$ cat src/hdl/b64d_pkg.sv
package b64d_pkg;

    // APB register map
    localparam int unsigned APB_ADDR_W = 3;
    localparam int unsigned APB_DATA_W = 32;
    localparam logic [APB_ADDR_W-1:0] ADDR_DROP_JUNK = 3'd0;

    // Special characters
    localparam logic [7:0] CHAR_PAD = 8'h3D;  // '='
    localparam logic [7:0] CHAR_LF  = 8'h0A;  // line feed

    // Result status codes
    typedef enum logic [1:0] {
        ST_OK      = 2'd0,
        ST_INVALID = 2'd1,
        ST_END     = 2'd2
    } t_status;

    // Alphabet lookup result
    typedef struct packed {
        logic       hit;
        logic [5:0] value;
    } t_sextet;

    // Map one character of the standard alphabet to its 6-bit value
    function automatic t_sextet sextet_of(input logic [7:0] ch);
        t_sextet r;
        r.hit   = 1'b1;
        r.value = 6'd0;
        if (ch inside {[8'h41:8'h5A]}) begin
            r.value = 6'(ch - 8'h41);
        end else if (ch inside {[8'h61:8'h7A]}) begin
            r.value = 6'(ch - 8'h61 + 8'd26);
        end else if (ch inside {[8'h30:8'h39]}) begin
            r.value = 6'(ch - 8'h30 + 8'd52);
        end else if (ch == 8'h2B) begin
            r.value = 6'd62;
        end else if (ch == 8'h2F) begin
            r.value = 6'd63;
        end else begin
            r.hit = 1'b0;
        end
        return r;
    endfunction

endpackage

$ cat src/hdl/b64d_if.sv
// Input channel: one character or end-of-stream marker per transaction
interface b64d_in_if;
    logic       valid;
    logic       ready;
    logic [7:0] in_char;
    logic       end_of_stream;

    modport source (output valid, output in_char, output end_of_stream, input ready);
    modport sink   (input valid, input in_char, input end_of_stream, output ready);
endinterface

// Output channel: one result per input transaction
interface b64d_out_if;
    logic       valid;
    logic       ready;
    logic [7:0] out_byte;
    logic       byte_valid;
    logic [1:0] status;

    modport source (output valid, output out_byte, output byte_valid, output status,
                    input ready);
    modport sink   (input valid, input out_byte, input byte_valid, input status,
                    output ready);
endinterface

$ cat src/hdl/b64d_cfg.sv
module b64d_cfg (
    input  logic                              i_clk,
    input  logic                              i_rst_n,
    input  logic                              psel,
    input  logic                              penable,
    input  logic                              pwrite,
    input  logic [b64d_pkg::APB_ADDR_W-1:0]   paddr,
    input  logic [b64d_pkg::APB_DATA_W-1:0]   pwdata,
    output logic [b64d_pkg::APB_DATA_W-1:0]   prdata,
    output logic                              pready,
    output logic                              o_drop_junk
);

    logic r_drop_junk;
    logic wr_en;

    assign pready = 1'b1;
    assign wr_en  = psel && penable && pwrite && pready;

    // drop_junk register
    always_ff @(posedge i_clk) begin
        if (!i_rst_n) begin
            r_drop_junk <= 1'b0;
        end else if (wr_en && paddr == b64d_pkg::ADDR_DROP_JUNK) begin
            r_drop_junk <= pwdata[0];
        end
    end

    // Read back
    always_comb begin
        prdata = '0;
        if (paddr == b64d_pkg::ADDR_DROP_JUNK) begin
            prdata[0] = r_drop_junk;
        end
    end

    assign o_drop_junk = r_drop_junk;

endmodule

$ cat src/hdl/b64d_core.sv
module b64d_core (
    input  logic            i_clk,
    input  logic            i_rst_n,
    input  logic            i_drop_junk,
    b64d_in_if.sink         i_in_ch,
    b64d_out_if.source      o_out_ch
);

    // Input register
    logic       r_in_vld;
    logic [7:0] r_in_char;
    logic       r_in_eos;

    // Decoder state
    logic [1:0] r_phase, n_phase;
    logic [5:0] r_left, n_left;
    logic       r_pad2, n_pad2;
    logic       r_err, n_err;

    // Result register
    logic                r_out_vld;
    logic [7:0]          r_out_byte;
    logic                r_out_bvalid;
    b64d_pkg::t_status   r_out_status;

    logic                res_bvalid;
    logic [7:0]          res_byte;
    b64d_pkg::t_status   res_status;
    b64d_pkg::t_sextet   sx;

    logic out_free;
    logic advance;

    // Handshake: result slot frees when empty or taken this cycle
    assign out_free       = !r_out_vld || o_out_ch.ready;
    assign advance        = r_in_vld && out_free;
    assign i_in_ch.ready  = !r_in_vld || out_free;

    // Input register
    always_ff @(posedge i_clk) begin
        if (!i_rst_n) begin
            r_in_vld <= 1'b0;
        end else if (i_in_ch.ready) begin
            r_in_vld <= i_in_ch.valid;
        end
    end

    always_ff @(posedge i_clk) begin
        if (i_in_ch.ready && i_in_ch.valid) begin
            r_in_char <= i_in_ch.in_char;
            r_in_eos  <= i_in_ch.end_of_stream;
        end
    end

    // Decode one character against the current state
    always_comb begin
        n_phase    = r_phase;
        n_left     = r_left;
        n_pad2     = r_pad2;
        n_err      = r_err;
        res_bvalid = 1'b0;
        res_byte   = 8'd0;
        sx         = b64d_pkg::sextet_of(r_in_char);
        if (r_in_eos) begin
            // final check, then back to reset state
            if (r_err || r_phase != 2'd0 || r_pad2) begin
                res_status = b64d_pkg::ST_INVALID;
            end else begin
                res_status = b64d_pkg::ST_END;
            end
            n_phase = 2'd0;
            n_left  = 6'd0;
            n_pad2  = 1'b0;
            n_err   = 1'b0;
        end else begin
            if (!r_err && r_in_char != b64d_pkg::CHAR_LF) begin
                if (r_in_char == b64d_pkg::CHAR_PAD) begin
                    if (r_pad2) begin
                        n_pad2  = 1'b0;
                        n_phase = 2'd0;
                    end else if (r_phase == 2'd2) begin
                        n_pad2 = 1'b1;
                    end else if (r_phase == 2'd3) begin
                        n_phase = 2'd0;
                    end else begin
                        n_err = 1'b1;
                    end
                end else if (!sx.hit) begin
                    if (!i_drop_junk) begin
                        n_err = 1'b1;
                    end
                end else if (r_pad2) begin
                    // alphabet character where the second pad belongs
                    n_err = 1'b1;
                end else begin
                    case (r_phase)
                        2'd0: begin
                            n_left  = sx.value;
                            n_phase = 2'd1;
                        end
                        2'd1: begin
                            res_byte   = {r_left, sx.value[5:4]};
                            res_bvalid = 1'b1;
                            n_left     = {2'b00, sx.value[3:0]};
                            n_phase    = 2'd2;
                        end
                        2'd2: begin
                            res_byte   = {r_left[3:0], sx.value[5:2]};
                            res_bvalid = 1'b1;
                            n_left     = {4'b0000, sx.value[1:0]};
                            n_phase    = 2'd3;
                        end
                        default: begin
                            res_byte   = {r_left[1:0], sx.value};
                            res_bvalid = 1'b1;
                            n_left     = 6'd0;
                            n_phase    = 2'd0;
                        end
                    endcase
                end
            end
            res_status = n_err ? b64d_pkg::ST_INVALID : b64d_pkg::ST_OK;
        end
    end

    // State update on each item moved to the result register
    always_ff @(posedge i_clk) begin
        if (!i_rst_n) begin
            r_phase <= 2'd0;
            r_left  <= 6'd0;
            r_pad2  <= 1'b0;
            r_err   <= 1'b0;
        end else if (advance) begin
            r_phase <= n_phase;
            r_left  <= n_left;
            r_pad2  <= n_pad2;
            r_err   <= n_err;
        end
    end

    // Result register
    always_ff @(posedge i_clk) begin
        if (!i_rst_n) begin
            r_out_vld <= 1'b0;
        end else if (advance) begin
            r_out_vld <= 1'b1;
        end else if (o_out_ch.ready) begin
            r_out_vld <= 1'b0;
        end
    end

    always_ff @(posedge i_clk) begin
        if (advance) begin
            r_out_byte   <= res_byte;
            r_out_bvalid <= res_bvalid;
            r_out_status <= res_status;
        end
    end

    assign o_out_ch.valid      = r_out_vld;
    assign o_out_ch.out_byte   = r_out_byte;
    assign o_out_ch.byte_valid = r_out_bvalid;
    assign o_out_ch.status     = r_out_status;

endmodule

$ cat src/hdl/base64_stream_decoder.sv
// Channel   Dir  Payload                                  Transaction
// i_in_ch   in   in_char[7:0], end_of_stream              one character or end marker
// o_out_ch  out  out_byte[7:0], byte_valid, status[1:0]   one result per input
// APB       in   drop_junk at byte address 0              register write/read
//
// One item per cycle sustained while the output is not stalled; an accepted item
// passes through the input register, then is decoded into the result register.
// Decoder state updates as each item moves into the result register.
// Reset (i_rst_n low, synchronous) clears state, the valid flags of both registers and config.
// A stalled output holds its result; the input register keeps taking one
// more item, then input ready drops until the result is taken.
module base64_stream_decoder (
    input  logic                              i_clk,
    input  logic                              i_rst_n,
    b64d_in_if.sink                           i_in_ch,
    b64d_out_if.source                        o_out_ch,
    input  logic                              psel,
    input  logic                              penable,
    input  logic                              pwrite,
    input  logic [b64d_pkg::APB_ADDR_W-1:0]   paddr,
    input  logic [b64d_pkg::APB_DATA_W-1:0]   pwdata,
    output logic [b64d_pkg::APB_DATA_W-1:0]   prdata,
    output logic                              pready
);

    logic drop_junk;

    // Configuration register
    b64d_cfg u_cfg (
        .i_clk            (i_clk),
        .i_rst_n          (i_rst_n),
        .psel             (psel),
        .penable          (penable),
        .pwrite           (pwrite),
        .paddr            (paddr),
        .pwdata           (pwdata),
        .prdata           (prdata),
        .pready           (pready),
        .o_drop_junk      (drop_junk)
    );

    // Decode datapath
    b64d_core u_core (
        .i_clk            (i_clk),
        .i_rst_n          (i_rst_n),
        .i_drop_junk      (drop_junk),
        .i_in_ch          (i_in_ch),
        .o_out_ch         (o_out_ch)
    );

endmodule
$ cat src/flat_wrapper.sv
// flat-port wrapper written by rule: the top's interface ports become plain ports
module base64_stream_decoder_flat 
  (i_clk, i_rst_n, psel, penable, pwrite, paddr, pwdata, prdata, pready, i_in_ch_valid, i_in_ch_in_char, i_in_ch_end_of_stream, i_in_ch_ready, o_out_ch_valid, o_out_ch_out_byte, o_out_ch_byte_valid, o_out_ch_status, o_out_ch_ready);
  b64d_in_if i_in_ch_i ();
  b64d_out_if o_out_ch_i ();
  input  logic i_clk;
  input  logic i_rst_n;
  input  logic psel;
  input  logic penable;
  input  logic pwrite;
  input  logic [b64d_pkg::APB_ADDR_W-1:0] paddr;
  input  logic [b64d_pkg::APB_DATA_W-1:0] pwdata;
  output logic [b64d_pkg::APB_DATA_W-1:0] prdata;
  output logic pready;
  input wire logic [$bits(i_in_ch_i.valid)-1:0] i_in_ch_valid;
  input wire logic [$bits(i_in_ch_i.in_char)-1:0] i_in_ch_in_char;
  input wire logic [$bits(i_in_ch_i.end_of_stream)-1:0] i_in_ch_end_of_stream;
  output wire logic [$bits(i_in_ch_i.ready)-1:0] i_in_ch_ready;
  output wire logic [$bits(o_out_ch_i.valid)-1:0] o_out_ch_valid;
  output wire logic [$bits(o_out_ch_i.out_byte)-1:0] o_out_ch_out_byte;
  output wire logic [$bits(o_out_ch_i.byte_valid)-1:0] o_out_ch_byte_valid;
  output wire logic [$bits(o_out_ch_i.status)-1:0] o_out_ch_status;
  input wire logic [$bits(o_out_ch_i.ready)-1:0] o_out_ch_ready;
  assign i_in_ch_i.valid = i_in_ch_valid;
  assign i_in_ch_i.in_char = i_in_ch_in_char;
  assign i_in_ch_i.end_of_stream = i_in_ch_end_of_stream;
  assign i_in_ch_ready = i_in_ch_i.ready;
  assign o_out_ch_valid = o_out_ch_i.valid;
  assign o_out_ch_out_byte = o_out_ch_i.out_byte;
  assign o_out_ch_byte_valid = o_out_ch_i.byte_valid;
  assign o_out_ch_status = o_out_ch_i.status;
  assign o_out_ch_i.ready = o_out_ch_ready;
  base64_stream_decoder u_core (.i_clk(i_clk), .i_rst_n(i_rst_n), .i_in_ch(i_in_ch_i), .o_out_ch(o_out_ch_i), .psel(psel), .penable(penable), .pwrite(pwrite), .paddr(paddr), .pwdata(pwdata), .prdata(prdata), .pready(pready));
endmodule
$ cat config.mk
export PLATFORM = sky130hd
export DESIGN_NAME = base64_stream_decoder_flat
export DESIGN_NICKNAME = d
export VERILOG_FILES = /design/src/hdl/b64d_pkg.sv /design/src/hdl/b64d_if.sv /design/src/hdl/b64d_cfg.sv /design/src/hdl/b64d_core.sv /design/src/hdl/base64_stream_decoder.sv /design/src/flat_wrapper.sv
export SDC_FILE = /design/constraint.sdc
export NUM_CORES = 1
export LEC_CHECK = 0
export ABC_AREA = 1
export BUFFER_PORTS_ARGS = -buffer_cell sky130_fd_sc_hd__buf_2
export CORE_MARGIN = 3
export CORE_UTILIZATION = 25
export CTS_CLUSTER_DIAMETER = 50
export DETAILED_ROUTE_END_ITERATION = 10
export GPL_TIMING_DRIVEN = 0
export HOLD_SLACK_MARGIN = 0.02
export PLACE_DENSITY = 0.53
export SLEW_MARGIN = 20
export SYNTH_ARGS = -nofsm -noshare
export SYNTH_HDL_FRONTEND = slang
export SYNTH_SLANG_ARGS = --single-unit
$ cat constraint.sdc
create_clock -name i_clk -period 4.8 [get_ports i_clk]
set_clock_uncertainty 0.2 [all_clocks]
set_input_delay 0.48 -clock i_clk [delete_from_list [all_inputs] [get_ports i_clk]]
set_output_delay 0.48 -clock i_clk [all_outputs]
set_load 0.03 [all_outputs]
==> impl_summary.md, run 1 <==
Placement
The final weighted congestion in routability-driven placement is approximately 0.9. The count of buffers added on input and output ports is 33. Detailed placement ended at an HPWL of about 4500 um.

Die
The die covers between 10000 and 15000 um^2. The placeable core region is around 10000 um^2. The initial core utilization is 0.2624. Row generation in the floorplan step produced 36 rows. The number of placed I/O pins is 97. The die width is around 110 um. Measured along the y axis, the die boundary spans about 110 um.

Run status
The flow ran to the end, and the final reports show no timing, DRC or antenna violations.

Synth
The flop and latch count out of synthesis is 33. The largest area contributor in the netlist is sky130_fd_sc_hd__edfxtp_1. The average instance in the mapped netlist occupies between 7 and 8 um^2. By area the synthesized netlist is led by sky130_fd_sc_hd__edfxtp_1, sky130_fd_sc_hd__nand2_1, sky130_fd_sc_hd__dfxtp_1.

Synthesis produced approximately 340 cells. The Yosys warning count is 0. Synthesis instantiated 39 different standard cells from the library. The mapped netlist covers about 2600 um^2. The area share of the largest cell type after synthesis is 0.2299.

The register area share after synthesis is 0.3295.

Min path
Along the worst hold path, the cell count comes to 1. The min-delay analysis places its worst path in the category input port to flip-flop.

Finish
Fill cells in the final layout number between 1000 and 1500. The final layout net count is between 400 and 500. The footprint of the multi-input gates is approximately 1400 um^2. Measured on the finished design, the core utilization comes to 0.3183. Of the cells placed in the final design, the portion with a size suffix greater than 1 is 0.2440. Compared with the post-synthesis result, the final layout area differs by 21.26%. The sequential cell area in the final layout is between 800 and 900 um^2.

The repair_antennas step left the layout with diodes totalling 0.

Route
The DRC marker count from the first detailed-route iteration is 94. The top metal layer carrying routed signals is met4. The number of nets with antenna violations after detailed routing is 0. The wire length on met3 is roughly 460 um. In the routed layout, each cell is associated on average with a via count of about 4.2.

Wires add up to about 5700 um. The routed design uses approximately 2300 um of met2 wire. The via count is roughly 2300. The count of unresolved DRC violations after routing is 0.

In the final routed layout, each cell accounts on average for approximately 10 um. The routed length on met1 is roughly 2800 um. Before antenna repair, the detailed router went through 4 iterations.

Job
The max capacitance violation total is 0.

CTS
The TritonCTS clock tree is built. The number of buffers between clock root and the deepest sink is 2. The number of clock sinks seen by CTS is 33.

The count of hold buffers inserted by post-cts repair is 0. The clock-pin slew reported for the worst setup and hold paths after clock tree synthesis is about 70 ps. TritonCTS created 5 clock buffers.

After clock tree synthesis, the repair step resized 0 gates. The number of levels in the clock H-tree is 2. The tree is rooted in a sky130_fd_sc_hd__clkbuf_8.

For the worst-skew pair, the clock arrives at the later sink with an insertion delay of ~290 ps. The post-CTS setup buffer count is 0.

Pwr
The part of the total power dissipated in the clock network is 0.317. IR analysis of the VDD net gives a maximum drop of roughly 0.1 mV. Of the total power, the share spent switching nets is 0.3247. Power spread over the standard cell area amounts to 249.1 nW/um^2. The internal power of the cells is ~0.53 mW. The share of total power dissipated in sequential elements is 0.415. Of the total power, combinational logic draws 0.268.

The analysis attributes to net switching a power of approximately 0.26 mW. For this design the static power due to leakage is 1.499 nW.

Timing
At the pin with the least slew margin, the transition time is around 540 ps. Setup repair after global routing left no endpoint under its margin. The hold violation total from the final report is 0. The final count of pins violating max slew is 0.

Adding up every negative setup slack in the final design gives 0 ps. The timing-limited maximum frequency is 377.2 MHz. Counting I/O delays and the setup requirement, the final critical path takes ~2700 ps.

On the final layout, the worst hold slack is about 170 ps. The worst slew margin relative to its limit is 0.6410. The final-report setup violation count is 0.

Dividing the final minimum period by the clock period gives 0.5523.

Critical path
Among all stages on the critical path, the largest delay is contributed by sky130_fd_sc_hd__edfxtp_1. The worst setup path is of the flip-flop to flip-flop kind. The critical path depth is 12. The category of cells accounting for the largest share of critical-path delay is simple AND/OR/NAND/NOR gates.

The startpoint type of the worst setup path is a flip-flop. The critical path goes through inv_1 > ha_1 > nand2_1 > nand2_1 > nand2_1 > nand2_2 > o21ai_0 > o211ai_1 > nand2_1 > nand3_1 > nand2_1 > inv_1. For the worst setup path, the data required time is 4650 ps. The largest fanout on the critical path is 8. The cell type with the highest occurrence count on the critical path is sky130_fd_sc_hd__nand2_1. In this design, the stage delay of the slowest critical-path cell is between 500 and 600 ps. STA classifies the critical path endpoint as a flip-flop. The buffering stage count on the worst path with inverters included is 2.

The worst register-to-register path has a depth of 12. Data on the critical path arrives at its endpoint at between 2000 and 3000 ps.

Global routing
The number of global-route vias before repair was ~1900. Entering global routing, the biggest net connects 14 pins. The wire length of the first global-routing pass is a little over 9000 um.

The initial antenna violation count is 0. After global routing the overflow that remains totals 0. The global routing usage summed across all routing layers is 0.09759.
cells by family (layout without fill, tap and decap cells):
| kind of cell | count (synthesis) | count (layout) | share of synthesized area |
|---|---|---|---|
| xor+xnor | 9 | 9 | 0.03017 |
| fa+ha+maj | 14 | 14 | 0.06705 |
| compound gates | 59 | 59 | 0.1317 |
| simple gates | 148 | 148 | 0.2740 |
| buf+inv | 78 | 119 | 0.1648 |
| flops | 33 | 33 | 0.3295 |
| other cells | 2 | 32 | 0.002875 |
synth_stat cells, drive strengths merged:
cell    instances
xor2            8
buf            34
nor3            2
a31oi           4
o311ai          1
nand3b          1
nand2          80
xnor2           1
nor4            1
a211oi          3
conb            2
dfxtp          13
o21ai          20
clkinv          5
ha             14
nor2           35
a21oi          26
inv            37
or2             1
edfxtp         20
o211ai          4
nand3          20
a221oi          1
clkbuf          2
nand4           8
final timing paths:
path	slack, ps	end	from
max	2150	u_core.u_core.o_out_ch.out_byte[0]	u_core.u_core.r_in_char[2]
min	170	u_core.u_core.r_in_eos	i_in_ch_end_of_stream
max reg2reg	2150	u_core.u_core.o_out_ch.out_byte[0]	u_core.u_core.r_in_char[2]
min reg2reg	270	u_core.u_core.r_left[4]	u_core.u_core.r_left[4]
through the flow:
stage                     area [um^2]  power, mW  instances  setup WS, ps
after floorplan                  2725     0.5015        373          2617
after global placement           3057     0.5429        539          2192
after detailed placement         3057     0.5443        539          2183
after CTS                        3168     0.7964        547          2177
after global routing             3168     0.8364        547          1926
final                            3168     0.7890        547          2149
power by group through the flow:
stage | Combinational (mW) | Clock (mW) | Sequential [mW]
final | 0.212 | 0.250 | 0.327
after global routing | 0.234 | 0.273 | 0.329
after CTS | 0.211 | 0.258 | 0.327
after detailed placement | 0.211 | 0 | 0.334
after global placement | 0.210 | 0 | 0.333
after floorplan | 0.160 | 0 | 0.342
cell usage in the layout (no fill, tap or decap), types with 7 or more instances in the layout:
| master | instances |
|---|---|
| sky130_fd_sc_hd__nand2_1 | 71 |
| sky130_fd_sc_hd__inv_1 | 33 |
| sky130_fd_sc_hd__buf_2 | 33 |
| sky130_fd_sc_hd__buf_4 | 32 |
| sky130_fd_sc_hd__conb_1 | 32 |
| sky130_fd_sc_hd__nor2_1 | 28 |
| sky130_fd_sc_hd__a21oi_1 | 24 |
| sky130_fd_sc_hd__edfxtp_1 | 20 |
| sky130_fd_sc_hd__o21ai_0 | 18 |
| sky130_fd_sc_hd__nand3_1 | 17 |
| sky130_fd_sc_hd__ha_1 | 14 |
| sky130_fd_sc_hd__dfxtp_1 | 13 |
| sky130_fd_sc_hd__xor2_1 | 8 |
| sky130_fd_sc_hd__nand4_1 | 7 |
final cells by class:
type | instances | share of cell area
well taps | 133 | 0.05253
plain buffers | 36 | 0.08531
clock buffers | 8 | 0.03515
repair buffers | 33 | 0.05213
inverters | 42 | 0.05055
multi-input cells | 262 | 0.4526
flip-flops and latches | 33 | 0.2717
sequential cells by signal (all words and copies together), names as in the netlist:
register	flops
u_core.u_core.r_err	1
u_core.u_core.r_pad2	1
u_core.u_core.o_out_ch.out_byte	8
u_core.u_core.r_in_vld	1
u_core.u_core.o_out_ch.byte_valid	1
u_core.u_cfg.o_drop_junk	1
u_core.u_core.o_out_ch.valid	1
u_core.u_core.r_in_eos	1
u_core.u_core.r_phase	2
u_core.u_core.r_in_char	8
u_core.u_core.o_out_ch.status	2
u_core.u_core.r_left	6
metal layers:
layer,vias to the layer above,GRT usage
li1,1202,-
met3,7,0.02269
met5,-,0
met1,978,0.1407
met2,88,0.1408
met4,0,0.03607
Power figures use the tool's default switching activity.
==> run 2, diff against run 1 <==
PLACE_DENSITY = 0.55   (was 0.53)
clock period = 2.28 ns   (was 4.8 ns; I/O delays follow)
==> run 2 against run 1 <==
Compared with the run above: the run now ends with negative setup slack left; sequential share of layout area shrank 2.8 points; setup slack worse by 2200 ps; global-route usage is 0.95 points higher; critical path type unchanged.
==> impl_summary.md, run 2 (synthesis results as in run 1) <==
Run status
The flow ran to the end, but the final reports show violations. The checks that failed: negative setup slack.

Timing
The actual slew at the worst max-slew pin was 569.1 ps (+31.23 ps). The timing-limited maximum frequency is 430.8 MHz (+14%). The hold violation total from the final report came to 0 (unchanged). The final-report setup violation count came to 8 (+8).

The worst slew margin relative to its limit is 0.6202 (-0.02084). Setup repair after global routing could not meet its margin everywhere. The part of the cycle the worst path needs is 1.018 (+0.4657). The worst hold margin is 25.64 ps (-142.2 ps). The final worst slack was -41.16 ps (-2190 ps). The final count of pins violating max slew is 0 (unchanged).

The time the worst path needs with I/O delays and setup is 2321 ps (-330.1 ps).

Global routing
The global route total overflow is 0 (unchanged). The largest net degree at the start of global routing is 14 (unchanged). The initial antenna violation count is 0 (unchanged).

The wire length of the first global-routing pass is 10030 um (+9.8%). The number of global-route vias before repair is 2158 (+11%). The global routing usage summed across all routing layers is 0.1071 (+0.009537).

Die
The die area was 11710 um^2 (unchanged). The die width came to 108.2 um (unchanged). The number of rows created at floorplan is 36 (unchanged). The number of placed I/O pins was 97 (unchanged). The height of the die came to 108.2 um (unchanged). The placeable core region was 9955 um^2 (unchanged). The initial core utilization was 0.2624 (unchanged).

CTS
The number of clock sinks seen by CTS is 33 (unchanged). The TritonCTS clock tree is built. The clock-pin slew reported for the worst setup and hold paths after clock tree synthesis came to 70 ps (about the same). The root buffer cell chosen for the clock tree is sky130_fd_sc_hd__clkbuf_8. The number of levels in the clock H-tree is 2 (unchanged). The clock latency reported for the late side of the worst-skew pair is 290 ps (about the same). The number of buffers created by CTS was 5 (unchanged). The number of buffers between clock root and the deepest sink is 2 (unchanged).

Finish
The commonest non-fill, non-tap cell in the layout is sky130_fd_sc_hd__nand2_1. The sequential cell area in the final layout is 860.8 um^2 (unchanged). The number of inserted filler cells in the final layout is 1062 (-1.6%). The total inserted antenna cells came to 0 (unchanged). The area of all placed cells without fillers came to 3535 um^2 (+12%). The final layout net count is 505 (+5.6%). Compared with the post-synthesis result, the final layout area differs by 35.30%. The footprint of the multi-input gates is 1587 um^2 (+11%).

The end-of-flow core utilization is 0.3551 (+0.03683). The fraction of final layout cells with drive strength greater than 1 was 0.3447 (+0.1007). The count of non-filler cells in the finished layout is 574 (+4.9%). The top cell types in the final layout, fill and taps aside, are sky130_fd_sc_hd__nand2_1, sky130_fd_sc_hd__buf_4, sky130_fd_sc_hd__buf_2, sky130_fd_sc_hd__conb_1, sky130_fd_sc_hd__nor2_1.

Min path
The end of the worst hold path is u_core.u_cfg.o_drop_junk. The launch instance of the worst min-delay path is pwdata[0]. The cell depth of the worst min-delay path was 3 (+2). The type of the most critical hold path is input port to flip-flop.

Critical path
The startpoint type of the worst setup path is a flip-flop. The reg-to-reg setup timing slack was -40 ps (-2190 ps). The data required time at the worst endpoint is 2120 ps (-2530 ps). The largest fanout on the critical path was 6 (-2). The number of cells on the worst reg-to-reg path was 15 (+3).

The startpoint identified for the worst register-to-register timing path is u_core.u_core.r_in_char[3]. The arrival time of data at the critical path endpoint is 2170 ps (-330 ps). STA classifies the critical path endpoint as a flip-flop.

The critical path start-end classification is flip-flop to flip-flop. The endpoint identified for the worst register-to-register timing path is u_core.u_core.o_out_ch.status[0].

Pwr
The internal power of the cells is 1.073 mW (+100%). The total power is 1.653 mW (+110%). The switching component of the power is 0.5801 mW (+130%). The proportion of power drawn by flip-flops and latches is 0.415 (about the same). The static leakage is 1.618 nW (+8.0%). The part of the total power dissipated in the clock network is 0.262 (-0.055). The maximum VDD drop is 0.2550 mV (+150%). The switching part of the total is 0.3509 (+0.02624).

The share of power burned in combinational logic was 0.322 (+0.054). The power density normalized to cell area came to 467.7 nW/um^2 (+88%).

Route
The number of nets with antenna violations after detailed routing is 0 (unchanged). The iteration count of the initial detailed-routing pass is 5 (+1). The count of unresolved DRC violations after routing is 0 (unchanged). The DRC marker count from the first detailed-route iteration is 133 (+41%). The per-cell via count in the routed design is 4.275 (+2.8%). The routed length per placed instance was 10.79 um (+4.3%). The via count is 2454 (+7.9%).

The total wirelength of the detailed-routed design is 6195 um (+9.4%).

Placement
The number of buffers added on ports is 33 (unchanged). The instance area at placement was 3057 um^2 (unchanged). The placed wire-length estimate after detailed placement came to 4533 um (+0.92%). The total instance count after detailed placement came to 539 (unchanged).

The final weighted congestion in routability-driven placement came to 0.8784 (-3.1%).

Job
The max capacitance violation total is 0 (unchanged).
-- run 2: changes by cell type in the layout (fill, tap and decap cells not counted), moves of 4 or more --
cell / delta
sky130_fd_sc_hd__inv_1: -7
sky130_fd_sc_hd__nand2_2: +16
sky130_fd_sc_hd__o21ai_1: +7
sky130_fd_sc_hd__inv_2: +4
sky130_fd_sc_hd__ha_1: -5
sky130_fd_sc_hd__nand2_1: -16
sky130_fd_sc_hd__buf_4: +13
sky130_fd_sc_hd__o21ai_0: -8
sky130_fd_sc_hd__dlygate4sd3_1: +12
-- run 2: area by class of cell --
cell class,count,share of cell area
plain buffers,35,0.07540
clock buffers,7,0.02159
clock inverters,1,0.001416
inverters,42,0.04743
multi-input cells,263,0.4488
flip-flops and latches,33,0.2435
well taps,133,0.04708
repair buffers,60,0.1147
-- run 2: worst max path at each step --
stage / from / to / slack [ps] / depth (start not counted)
5_1_grt: u_core.u_core.r_in_char[3] / u_core.u_core.o_out_ch.status[0] / -170 / 15
2_1_floorplan: u_core.u_core.r_in_char[2] / u_core.u_core.o_out_ch.out_byte[1] / 100 / 12
3_5_place_dp: u_core.u_core.r_in_char[0] / u_core.u_core.o_out_ch.out_byte[0] / -330 / 15
6_report: u_core.u_core.r_in_char[3] / u_core.u_core.o_out_ch.status[0] / -40 / 15
3_3_place_gp: u_core.u_core.r_in_char[2] / u_core.u_core.o_out_ch.out_byte[0] / -310 / 13
4_1_cts: u_core.u_core.r_in_char[2] / u_core.u_core.o_out_ch.out_byte[0] / -10 / 14
-- run 2: layer usage --
layer / track usage / vias up / routed length (um)
met1: 0.1464 / 1094 / 2912
met2: 0.1652 / 82 / 2702
met3: 0.02866 / 11 / 459
li1: - / 1267 / -
met4: 0.03246 / 0 / 121
met5: 0 / - / 0
-- run 2: per-stage QoR --
stage / TNS, ps / setup WS [ps]
after floorplan: 0 / 96.57
after global placement: -2661 / -310.3
after detailed placement: -2931 / -329.3
after CTS: -10.79 / -9.931
after global routing: -1673 / -168.2
final: -137.5 / -41.16
-- run 2: worst max-delay path, cell delays in order, from the launching register on --
cell                       delay [ps]
sky130_fd_sc_hd__edfxtp_1         540
sky130_fd_sc_hd__inv_2            150
sky130_fd_sc_hd__ha_4             150
sky130_fd_sc_hd__nand2_2           60
sky130_fd_sc_hd__nand3b_1         160
sky130_fd_sc_hd__nand3_2          100
sky130_fd_sc_hd__nand2_4           80
sky130_fd_sc_hd__buf_6            130
sky130_fd_sc_hd__nand3_4           80
sky130_fd_sc_hd__nand2_1           60
sky130_fd_sc_hd__nand2_1           50
sky130_fd_sc_hd__nand2_1           60
sky130_fd_sc_hd__nand3_2           70
sky130_fd_sc_hd__nand2_1           50
sky130_fd_sc_hd__nand2_1           50
sky130_fd_sc_hd__nand2_1           70
-- run 2: timing repair --
action,4_1_cts,5_1_grt
gates cloned,0,1
resized for setup,19,37
hold endpoints to repair,11,1
hold buffers,11,1
setup endpoints to repair,18,16
pin swaps,4,22
buffers inserted,12,3
-- run 2: power groups by stage --
stage | registers [mW] | clock network, mW | logic [mW]
final | 0.686 | 0.434 | 0.533
after global routing | 0.690 | 0.477 | 0.584
after CTS | 0.685 | 0.447 | 0.498
after detailed placement | 0.702 | 0 | 0.446
after global placement | 0.701 | 0 | 0.439
after floorplan | 0.720 | 0 | 0.336
==> run 3, diff against run 2 <==
CORE_ASPECT_RATIO = 0.75   (was not set)
==> run 3 against run 2 <==
Compared with the run above: the run still ends with negative setup slack left; total power increased by 17%; critical path type unchanged; design area increased by 6.9%; hold slack got worse by 2.6 ps; register-to-register slack worse by 80 ps; fmax is 3.3% lower; highest routed layer unchanged; sequential power up 0.6%; cell count rose by 2.8%; utilization is 2.6 points higher; critical path depth down 2; critical endpoint is now u_core.u_core.o_out_ch.out_byte[6]; sequential cell count unchanged; via count up 3.2%; largest cell class unchanged.
==> impl_summary.md, run 3 (synthesis results as in run 1) <==
Die
The die area came to 11730 um^2 (+0.11%). The number of rows created at floorplan came to 31 (-14%). The height of the die is 94.53 um (-13%).

The placeable core region is 9930 um^2 (-0.25%). The initial core utilization is 0.2631 (+0.0006614). The number of placed I/O pins is 97 (unchanged). The die width is 124.0 um (+15%).

Critical path
The largest fanout on the critical path came to 8 (+2). The number of cells on the worst reg-to-reg path was 13 (-2). The critical path endpoint category is a flip-flop. The reg-to-reg startpoint is u_core.u_core.r_in_char[3]. The arrival time of data at the critical path endpoint is 2310 ps (+140 ps). The data required time at the worst endpoint is 2190 ps (+70 ps). The worst setup path is of the flip-flop to flip-flop kind.

The worst register-to-register path ends at u_core.u_core.o_out_ch.out_byte[6]. The startpoint type of the worst setup path is a flip-flop. The reg-to-reg setup timing slack is -120 ps (-80 ps).

Pwr
The power density normalized to cell area is 511.3 nW/um^2 (+9.3%). The static leakage was 1.749 nW (+8.1%). The total power is 1.933 mW (+17%). The maximum VDD drop is 0.3127 mV (+23%).

Route
The number of nets with antenna violations after detailed routing came to 0 (unchanged). The DRC marker count from the first detailed-route iteration came to 90 (-32%). The via count is 2532 (+3.2%).

The per-cell via count in the routed design came to 4.292 (+0.38%). The count of unresolved DRC violations after routing is 0 (unchanged). The iteration count of the initial detailed-routing pass was 4 (-1). The routed length per placed instance is 11.58 um (+7.3%). The total wirelength of the detailed-routed design was 6831 um (+10%).

Timing
The part of the cycle the worst path needs is 1.053 (+0.03488). The timing-limited maximum frequency is 416.5 MHz (-3.3%). The hold violation total from the final report is 0 (unchanged). Setup repair after global routing could not meet its margin everywhere.

The final count of pins violating max slew is 0 (unchanged). The actual slew at the worst max-slew pin is 611.5 ps (+42.37 ps). The worst slew margin relative to its limit is 0.5924 (-0.02783). The final worst slack was -120.7 ps (-79.53 ps). The final-report setup violation count came to 14 (+6). The time the worst path needs with I/O delays and setup was 2401 ps (+79.53 ps).

CTS
The clock latency reported for the late side of the worst-skew pair is 280 ps (about the same). TritonCTS built the clock tree. The number of levels in the clock H-tree is 2 (unchanged). The number of buffers between clock root and the deepest sink is 2 (unchanged). The tree is rooted in a sky130_fd_sc_hd__clkbuf_16. The number of buffers created by CTS is 5 (unchanged). The number of clock sinks seen by CTS is 33 (unchanged). The clock-pin slew reported for the worst setup and hold paths after clock tree synthesis is 50 ps (-20 ps).

Run status
The final reports fail on negative setup slack. The flow ran to the end, but the final reports show violations.

Global routing
The number of global-route vias before repair is 2241 (+3.8%). The global route total overflow was 0 (unchanged). The wire length of the first global-routing pass came to 10670 um (+6.4%). The global routing usage summed across all routing layers was 0.1159 (+0.008801).

The largest net degree at the start of global routing is 14 (unchanged). The initial antenna violation count was 0 (unchanged).

Min path
For hold timing, the worst endpoint is u_core.u_cfg.o_drop_junk. The type of the most critical hold path is input port to flip-flop. The cell depth of the worst min-delay path is 3 (unchanged).

The startpoint identified for the worst hold timing path is pwdata[0].

Finish
The sequential cell area in the final layout came to 860.8 um^2 (unchanged). The fraction of final layout cells with drive strength greater than 1 came to 0.3799 (+0.03524). The footprint of the multi-input gates is 1629 um^2 (+2.7%). The final layout net count is 522 (+3.4%). The number of inserted filler cells in the final layout is 1051 (-1.0%).

In the layout the commonest cells are sky130_fd_sc_hd__buf_4, sky130_fd_sc_hd__nand2_1, sky130_fd_sc_hd__buf_2, sky130_fd_sc_hd__conb_1, sky130_fd_sc_hd__nor2_1. The total inserted antenna cells is 0 (unchanged). The library cell used most frequently in the layout, excluding fill and tap cells, is sky130_fd_sc_hd__buf_4. The area growth from synthesis to final layout is 44.68%.

The count of non-filler cells in the finished layout is 590 (+2.8%).

Placement
The final weighted congestion in routability-driven placement is 0.8845 (+0.69%). The placed wire-length estimate after detailed placement is 4848 um (+7.0%). The number of buffers added on ports came to 33 (unchanged). The total instance count after detailed placement came to 538 (-0.19%).

Job
The max capacitance violation total was 0 (unchanged).
run 3: changes by cell type in the layout (fill, tap and decap cells not counted), moves of 2 or more:
| cell | change |
|---|---|
| sky130_fd_sc_hd__clkbuf_8 | -5 |
| sky130_fd_sc_hd__dlygate4sd3_1 | -3 |
| sky130_fd_sc_hd__buf_6 | +5 |
| sky130_fd_sc_hd__inv_4 | -2 |
| sky130_fd_sc_hd__inv_2 | +3 |
| sky130_fd_sc_hd__clkbuf_16 | +5 |
| sky130_fd_sc_hd__nand2_1 | +2 |
| sky130_fd_sc_hd__nand2_2 | -7 |
| sky130_fd_sc_hd__nand2_4 | +4 |
| sky130_fd_sc_hd__o21ai_2 | +4 |
| sky130_fd_sc_hd__buf_4 | +13 |
| sky130_fd_sc_hd__o21ai_1 | -5 |
run 3: timing repair:
action,CTS,global route
hold endpoints to repair,9,0
cloned,0,1
hold buffers,9,0
endpoints found under the setup margin,19,18
setup buffers,19,15
pin swaps,5,16
resized for setup,25,41
run 3: layer usage:
| layer | part of all wire | GRT usage | vias to the layer above |
|---|---|---|---|
| li1 | - | - | 1302 |
| met5 | 0 | 0 | - |
| met1 | 0.50 | 0.1682 | 1151 |
| met4 | 0.0070 | 0.02461 | 0 |
| met2 | 0.43 | 0.1722 | 75 |
| met3 | 0.065 | 0.03054 | 4 |
run 3: layout make-up:
type / count / share of cell area
clock buffers: 5 / 0.03310
repair buffers: 76 / 0.1453
inverters: 42 / 0.04303
plain buffers: 36 / 0.07150
well taps: 132 / 0.04369
multi-input cells: 263 / 0.4310
clock inverters: 3 / 0.004634
flip-flops and latches: 33 / 0.2277
run 3: power by group:
part,internal (mW),switching [mW],total [mW]
sequential,0.667,0.0230,0.690
clock,0.399,0.239,0.639
combinational,0.240,0.364,0.604
total,1.31,0.626,1.93
run 3: worst max path at each step:
| stage | start | end | slack, ps | cells past startpoint |
|---|---|---|---|---|
| 6_report | u_core.u_core.r_in_char[3] | u_core.u_core.o_out_ch.out_byte[6] | -120 | 13 |
| 5_1_grt | u_core.u_core.r_in_char[3] | u_core.u_core.o_out_ch.out_byte[1] | -270 | 14 |
| 4_1_cts | u_core.u_core.r_in_char[3] | u_core.u_core.o_out_ch.out_byte[0] | -40 | 13 |
| 3_5_place_dp | u_core.u_core.r_in_char[2] | u_core.u_core.o_out_ch.out_byte[0] | -330 | 12 |
| 3_3_place_gp | u_core.u_core.r_in_char[2] | u_core.u_core.o_out_ch.out_byte[0] | -350 | 12 |
| 2_1_floorplan | u_core.u_core.r_in_char[2] | u_core.u_core.o_out_ch.out_byte[1] | 100 | 12 |
run 3: worst max-delay path, cell delays in order (launching register included):
cell and delay [ps]:
sky130_fd_sc_hd__edfxtp_1 530, sky130_fd_sc_hd__buf_6 190, sky130_fd_sc_hd__ha_4 150, sky130_fd_sc_hd__nand2_2 60, sky130_fd_sc_hd__nand2_1 50, sky130_fd_sc_hd__nand3_1 60, sky130_fd_sc_hd__nand2_1 60, sky130_fd_sc_hd__nand2_2 80
sky130_fd_sc_hd__nand2_4 90, sky130_fd_sc_hd__buf_12 140, sky130_fd_sc_hd__nand3_4 80, sky130_fd_sc_hd__nand4_4 170, sky130_fd_sc_hd__buf_4 200, sky130_fd_sc_hd__a221oi_2 170
run 3: stage by stage:
stage	hold WS [ps]	util	setup TNS [ps]	area (um^2)	setup WS (ps)
after floorplan	126.9	-	0	2725	96.57
after global placement	204.9	0.3077	-2831	3055	-354.6
after detailed placement	206.1	0.3077	-2992	3055	-332.3
after CTS	23.08	0.3552	-86.05	3527	-38.80
after global routing	36.29	0.3807	-2933	3780	-267.8
final	23.08	0.3807	-746.7	3780	-120.7
